===== config.mk =====
export PLATFORM = sky130hd
export DESIGN_NAME = smsd_lane
export DESIGN_NICKNAME = d
export VERILOG_FILES = /design/src/design/smsd_pkg.sv /design/src/design/smsd_divider.sv /design/src/design/smsd_lane.sv
export SDC_FILE = /design/constraint.sdc
export NUM_CORES = 2
export LEC_CHECK = 0
export ABC_AREA = 1
export BUFFER_PORTS_ARGS = -buffer_cell sky130_fd_sc_hd__buf_4
export CAP_MARGIN = 30
export CELL_PAD_IN_SITES_DETAIL_PLACEMENT = 1
export CELL_PAD_IN_SITES_GLOBAL_PLACEMENT = 1
export CORE_UTILIZATION = 25
export CTS_CLUSTER_SIZE = 14
export DETAILED_ROUTE_END_ITERATION = 6
export GPL_TIMING_DRIVEN = 0
export HOLD_SLACK_MARGIN = 0.15
export PLACE_DENSITY = 0.58
export SKIP_CTS_REPAIR_TIMING = 1
export SKIP_LAST_GASP = 1
export SLEW_MARGIN = 20
export SYNTH_ARGS = -nofsm -noshare
export SYNTH_HDL_FRONTEND = slang
export SYNTH_SLANG_ARGS = --single-unit

===== constraint.sdc =====
create_clock -name clk -period 7.9 [get_ports clk]
set_clock_uncertainty 0.15 [all_clocks]
set_input_delay 0.395 -clock clk [delete_from_list [all_inputs] [get_ports clk]]
set_output_delay 0.395 -clock clk [all_outputs]
set_load 0.02 [all_outputs]

===== src/design/smsd_pkg.sv =====
// smsd_pkg: shared types and constants for the sample mean / deviation block
// no dependencies
`default_nettype none
package smsd_pkg;
	localparam logic [1:0] ST_OK    = 2'd0;
	localparam logic [1:0] ST_FEW   = 2'd1;
	localparam logic [1:0] ST_DROP  = 2'd2;

	// lane control from the sequencer
	typedef struct packed {
		logic clr;      // clear accumulators
		logic acc_sum;  // accumulate sum (pass one)
		logic acc_sq;   // accumulate squared deviation (pass two)
		logic mean_go;  // start mean division
		logic var_go;   // start variance division
	} lane_ctl_t;

	// lane status back to the sequencer
	typedef struct packed {
		logic mean_done;
		logic std_done;
	} lane_sts_t;
endpackage
`default_nettype wire


===== src/design/smsd_divider.sv =====
// smsd_divider: restoring divider, one quotient bit per cycle
// depends on nothing
`default_nettype none
module smsd_divider #(
	parameter int NW = 128,
	parameter int DW = 32
) (
	input  wire logic          clk,
	input  wire logic          arst_n,
	input  wire logic          start,
	input  wire logic [NW-1:0] num,
	input  wire logic [DW-1:0] den,
	output logic               done,
	output logic [NW-1:0]      quo
);
	localparam int CW = $clog2(NW + 1);
	logic [NW-1:0] quo_q;
	logic [DW:0]   rem_q;
	logic [DW-1:0] den_q;
	logic [CW-1:0] cnt_q;
	logic          busy_q;
	logic [DW:0]   trial;
	logic [DW:0]   diff;

	assign trial = {rem_q[DW-1:0], quo_q[NW-1]};
	assign diff  = trial - {1'b0, den_q};
	assign quo   = quo_q;

	// shift-subtract loop
	always_ff @(posedge clk or negedge arst_n) begin
		if (!arst_n) begin
			busy_q <= 1'b0;
			done   <= 1'b0;
			cnt_q  <= '0;
		end else begin
			done <= 1'b0;
			if (start) begin
				busy_q <= 1'b1;
				cnt_q  <= CW'(NW);
				quo_q  <= num;
				rem_q  <= '0;
				den_q  <= den;
			end else if (busy_q) begin
				if (!diff[DW]) begin
					rem_q <= diff;
					quo_q <= {quo_q[NW-2:0], 1'b1};
				end else begin
					rem_q <= trial;
					quo_q <= {quo_q[NW-2:0], 1'b0};
				end
				cnt_q <= cnt_q - 1'b1;
				if (cnt_q == CW'(1)) begin
					busy_q <= 1'b0;
					done   <= 1'b1;
				end
			end
		end
	end
endmodule
`default_nettype wire


===== src/design/smsd_lane.sv =====
// smsd_lane: per-component sum, squared deviation, divide and floor root
// depends on smsd_pkg, smsd_divider
`default_nettype none
module smsd_lane #(
	parameter int CNTW = 9
) (
	input  wire logic             clk,
	input  wire logic             arst_n,
	input  wire smsd_pkg::lane_ctl_t ctl,
	input  wire logic [31:0]      value,
	input  wire logic [CNTW-1:0]  n,
	output smsd_pkg::lane_sts_t   sts,
	output logic [31:0]           mean,
	output logic [31:0]           stdv
);
	import smsd_pkg::*;
	localparam int SW = 32 + CNTW;
	logic [SW-1:0]  sum_q;
	logic [127:0]   sq_q;
	logic [31:0]    mean_q;
	logic [32:0]    dev_s1;
	logic           dev_v_s1;
	logic [63:0]    sq_s2;
	logic           sq_v_s2;
	logic           dm_done, dv_done;
	logic [127:0]   dm_quo, dv_quo;
	logic [CNTW-1:0] nm1;
	logic [63:0]    var_sat;
	logic [63:0]    rad_q, rem_q;
	logic [31:0]    root_q;
	logic [5:0]     rcnt_q;
	logic           rbusy_q, rdone_q;
	logic [65:0]    rtrial;

	assign nm1 = n - 1'b1;

	// mean divider and variance divider
	smsd_divider #(.NW(128), .DW(CNTW)) u_dm (
		.clk(clk), .arst_n(arst_n), .start(ctl.mean_go),
		.num(128'(sum_q)), .den(n), .done(dm_done), .quo(dm_quo));
	smsd_divider #(.NW(128), .DW(CNTW)) u_dv (
		.clk(clk), .arst_n(arst_n), .start(ctl.var_go),
		.num(sq_q), .den(nm1), .done(dv_done), .quo(dv_quo));

	assign var_sat = (dv_quo[127:64] != '0) ? '1 : dv_quo[63:0];

	// accumulation with deviation and square pipeline
	always_ff @(posedge clk or negedge arst_n) begin
		if (!arst_n) begin
			dev_v_s1 <= 1'b0;
			sq_v_s2  <= 1'b0;
		end else begin
			dev_v_s1 <= ctl.acc_sq;
			sq_v_s2  <= dev_v_s1;
		end
	end
	always_ff @(posedge clk) begin
		dev_s1 <= ({1'b0, value} >= {1'b0, mean_q}) ? {1'b0, value} - {1'b0, mean_q}
			: {1'b0, mean_q} - {1'b0, value};
		sq_s2 <= dev_s1[31:0] * dev_s1[31:0];
		if (ctl.clr) begin
			sum_q <= '0;
			sq_q  <= '0;
		end else begin
			if (ctl.acc_sum) sum_q <= sum_q + SW'(value);
			if (sq_v_s2) sq_q <= sq_q + 128'(sq_s2);
		end
		if (ctl.clr) mean_q <= '0;
		else if (dm_done) mean_q <= dm_quo[31:0];
	end

	// floor root, one result bit per cycle
	assign rtrial = {rem_q, rad_q[63:62]} - {32'd0, root_q, 2'b01};
	always_ff @(posedge clk or negedge arst_n) begin
		if (!arst_n) begin
			rbusy_q <= 1'b0;
			rdone_q <= 1'b0;
			rcnt_q  <= '0;
		end else begin
			rdone_q <= 1'b0;
			if (ctl.clr) begin
				rbusy_q <= 1'b0;
			end else if (dv_done) begin
				rbusy_q <= 1'b1;
				rcnt_q  <= 6'd32;
			end else if (rbusy_q) begin
				rcnt_q <= rcnt_q - 1'b1;
				if (rcnt_q == 6'd1) begin
					rbusy_q <= 1'b0;
					rdone_q <= 1'b1;
				end
			end
		end
	end
	always_ff @(posedge clk) begin
		if (ctl.clr) begin
			root_q <= '0;
		end else if (dv_done) begin
			rad_q  <= var_sat;
			rem_q  <= '0;
			root_q <= '0;
		end else if (rbusy_q) begin
			rad_q <= {rad_q[61:0], 2'b00};
			if (!rtrial[65]) begin
				rem_q  <= rtrial[63:0];
				root_q <= {root_q[30:0], 1'b1};
			end else begin
				rem_q  <= {rem_q[61:0], rad_q[63:62]};
				root_q <= {root_q[30:0], 1'b0};
			end
		end
	end

	assign mean = mean_q;
	assign stdv = root_q;
	assign sts.mean_done = dm_done;
	assign sts.std_done  = rdone_q;
endmodule
`default_nettype wire


==> summary.md <==
| Metric | Value |
|---|---|
| Yosys top cell by area | fa_1 |
| Slew @ Worst Pin | 1060 ps |
| Slew HR | 0.293 |
| CTS Buf Count | 95 |
| Share of cells above drive strength 1 | 0.0538 |
| Hold Crit Start | value[9] |
| Total Wirelength | 315000 um |
| Die area | 320000 sq um |
| Avg Vias per Cell | about 4.6 |
| Async S/R FF share, synth | 0.0386 |
| Top cell type's share of synthesized area | 0.202 |
| First-pass GRT wire length | 469000 um |
| Worst r2r src | dev_s1[23] |
| CP required | 8270 ps |
| Die height | 565 um |
| Final Max Tran Viols | 0 |
| Commonest non-fill, non-tap cell in the layout | nand2_1 |
| Root buffer cell | clkbuf_16 |
| Library cells used by synthesis | 53 |
| Initial Utilization | 0.252 |
| Worst-Skew Late Latency | 720 ps |
| Ys flop type | edfxtp_1 |
| Mapped Cells | roughly 11000 |
| GRT overflow | 0 |
| Max capacitance violation total | 0 |
| Clock buffer depth | 3 |
| Final Net Count | between 10000 and 15000 |
| All-Layer GR Usage | 0.196 |
| Commonest cells after routing, fill and taps aside | nand2_1, inv_1, nor2_1, fa_1, a21oi_1 |
| FF+latch count, synth | slightly below 800 |
| Seq. cell area | ~20000 sq um |
| Setup crit start kind | register |
| Syn_nets | 12000 |
| DRC | 0 |
| Io pins | 114 |
| Critical Path End Type | register |
| RSZ-0062 raised after global routing | true |
| Synth Warn # | 0 |
| HPWL Detailed | 266000 um |
| Mean area per synthesized cell | ~7.4 sq um |
| Hold WS | around 150 ps |
| Cell area after synthesis | 79400 sq um |
| Final worst-path cycle share | 0.989 |
| Dpl cells | approximately 15000 |
| Area of the multi-input gates | 49300 sq um |
| Vias after detailed routing | 69300 |
| Crit. Startpoint | dev_s1[23] |
| Place WS | -1600 ps |
| CP Max Fanout | 10 |
| Vias in the first global route | 72500 |
| TritonCTS clock tree | yes |
| Area delta synth->final | 13.7% |
| Wire per inst | slightly above 20 um |
| Worst Path Arrival | 8180 ps |
| Seq/Total Area, Yosys | 0.251 |
| Die width | approximately 570 um |
| Fmax | 128 MHz |
| Synth top area cells | fa_1, edfxtp_1, nand2_1, inv_1, dfxtp_1 |
| Core Region | 315000 sq um |
| Largest net degree at the start of global routing | 98 |
| Hold Violations, Final | 0 |
| H-tree depth | 3 |
| Initial antenna violation count | 13 |
| Clk pin slew, worst setup/hold paths | 70 ps |
| PortBufs | 110 |
| Clk sink count | 778 |
| Number of synthesized flops with an enable pin | 420 |
| DRT Pass-1 Iters | 5 |
| Cell Count, Final, Fillers Out | 15200 |
| GPL Wtd Cong | 0.928 |
| PnR worst setup slack | between 80 and 90 ps |
| # setup viols final | 0 |
| Antenna viol nets, final | 0 |
| Post-layout minimum cycle time | 7810 ps |
| Kind of critical path | reg2reg |
| Initial drt markers | about 4300 |
| Outcome | finished, final reports clean |
| Rows | 206 |
| Hold Path Class | in2reg |
| Setup TNS | 0 ps |
| FILL cells | between 30000 and 40000 |
## metrics by stage
stage,util,instance area (sq um)
final,0.286,90300
after global routing,0.286,90200
after CTS,0.283,89300
after detailed placement,0.273,86000
after global placement,0.271,85400
after floorplan,-,79400
## sequential cells by signal (all words and copies together), names as in the netlist, 6 cells and up
signal	flops
dev_s1	32
mean	32
rad_q	64
rcnt_q	6
rem_q	64
sq_q	128
sq_s2	63
stdv	32
sum_q	41
u_dm.cnt_q	8
u_dm.den_q	9
u_dm.quo	128
u_dm.rem_q	9
u_dv.cnt_q	8
u_dv.den_q	9
u_dv.quo	128
u_dv.rem_q	9
## final cells by class
type | count | share of cell area
Multi-Input combinational cell | 7100 | 0.547
Sequential cell | 778 | 0.221
Inverter | 2477 | 0.103
Tap cell | 4160 | 0.0577
Clock buffer | 134 | 0.0311
Timing Repair Buffer | 177 | 0.0188
Buffer | 307 | 0.0165
Clock inverter | 44 | 0.00470
Antenna cell | 5 | 0.000139
## critical path: stages (launching register included)
cell	delay (ps)
dfxtp_2	540
buf_2	480
nand2_1	190
inv_1	100
fa_1	450
fa_1	530
inv_1	60
fa_1	510
fa_1	560
inv_1	60
fa_1	490
fa_1	600
fa_1	440
fa_1	480
ha_1	380
a21oi_1	210
a21boi_2	300
o21ai_0	150
a21oi_1	170
nand2_2	140
a21o_1	220
nand2_1	90
nand2_1	50
nand2_1	70
nand2_1	160
## path summary, 6_finish.rpt
path                            cells after the start  slack (ps)             to
min in group asynchronous                           3         480  u_dv.cnt_q[1]
max in group asynchronous                           3        5850       dev_v_s1
worst min register to register                      0         210        sq_v_s2
worst max register to register                     24          90      sq_s2[50]
worst max-delay path                               24          90      sq_s2[50]
worst min-delay path                                5         150       sum_q[9]
## cells by family after synthesis
group,synth area share
AND/OR/NAND/NOR,0.211
flip-flops,0.251
buffers and inverters,0.133
adder cells (fa/ha/maj),0.282
AO/OA/AOI/OAI,0.0931
XOR/XNOR,0.0291
## synth_stat cells, drive strengths merged, types with 4 or more instances
| cell | number |
|---|---|
| nand2 | 2536 |
| inv | 2475 |
| nor2 | 966 |
| fa | 799 |
| o21ai | 516 |
| ha | 513 |
| a21oi | 512 |
| edfxtp | 420 |
| nand3 | 393 |
| dfxtp | 328 |
| clkbuf | 251 |
| xor2 | 219 |
| o22ai | 157 |
| nor3 | 105 |
| nand4 | 87 |
| buf | 59 |
| o21bai | 52 |
| nor4 | 45 |
| xnor2 | 45 |
| a21o | 33 |
| dfrtp | 30 |
| a31oi | 26 |
| o21a | 17 |
| a21boi | 12 |
| nand3b | 12 |
| o211ai | 11 |
| or2 | 10 |
| a31o | 6 |
| and2 | 5 |
| a211oi | 4 |
| nor3b | 4 |
## metal layers
metal,share of wire,GRT usage,vias up
met1,0.47,0.273,34300
li1,-,-,33400
met2,0.46,0.324,1337
met4,0.028,0.0500,0
met3,0.042,0.0195,349
met5,0,0,-
Power is not shown: default switching activity piles up to over one toggle a cycle in this logic, so the estimate is an artifact.
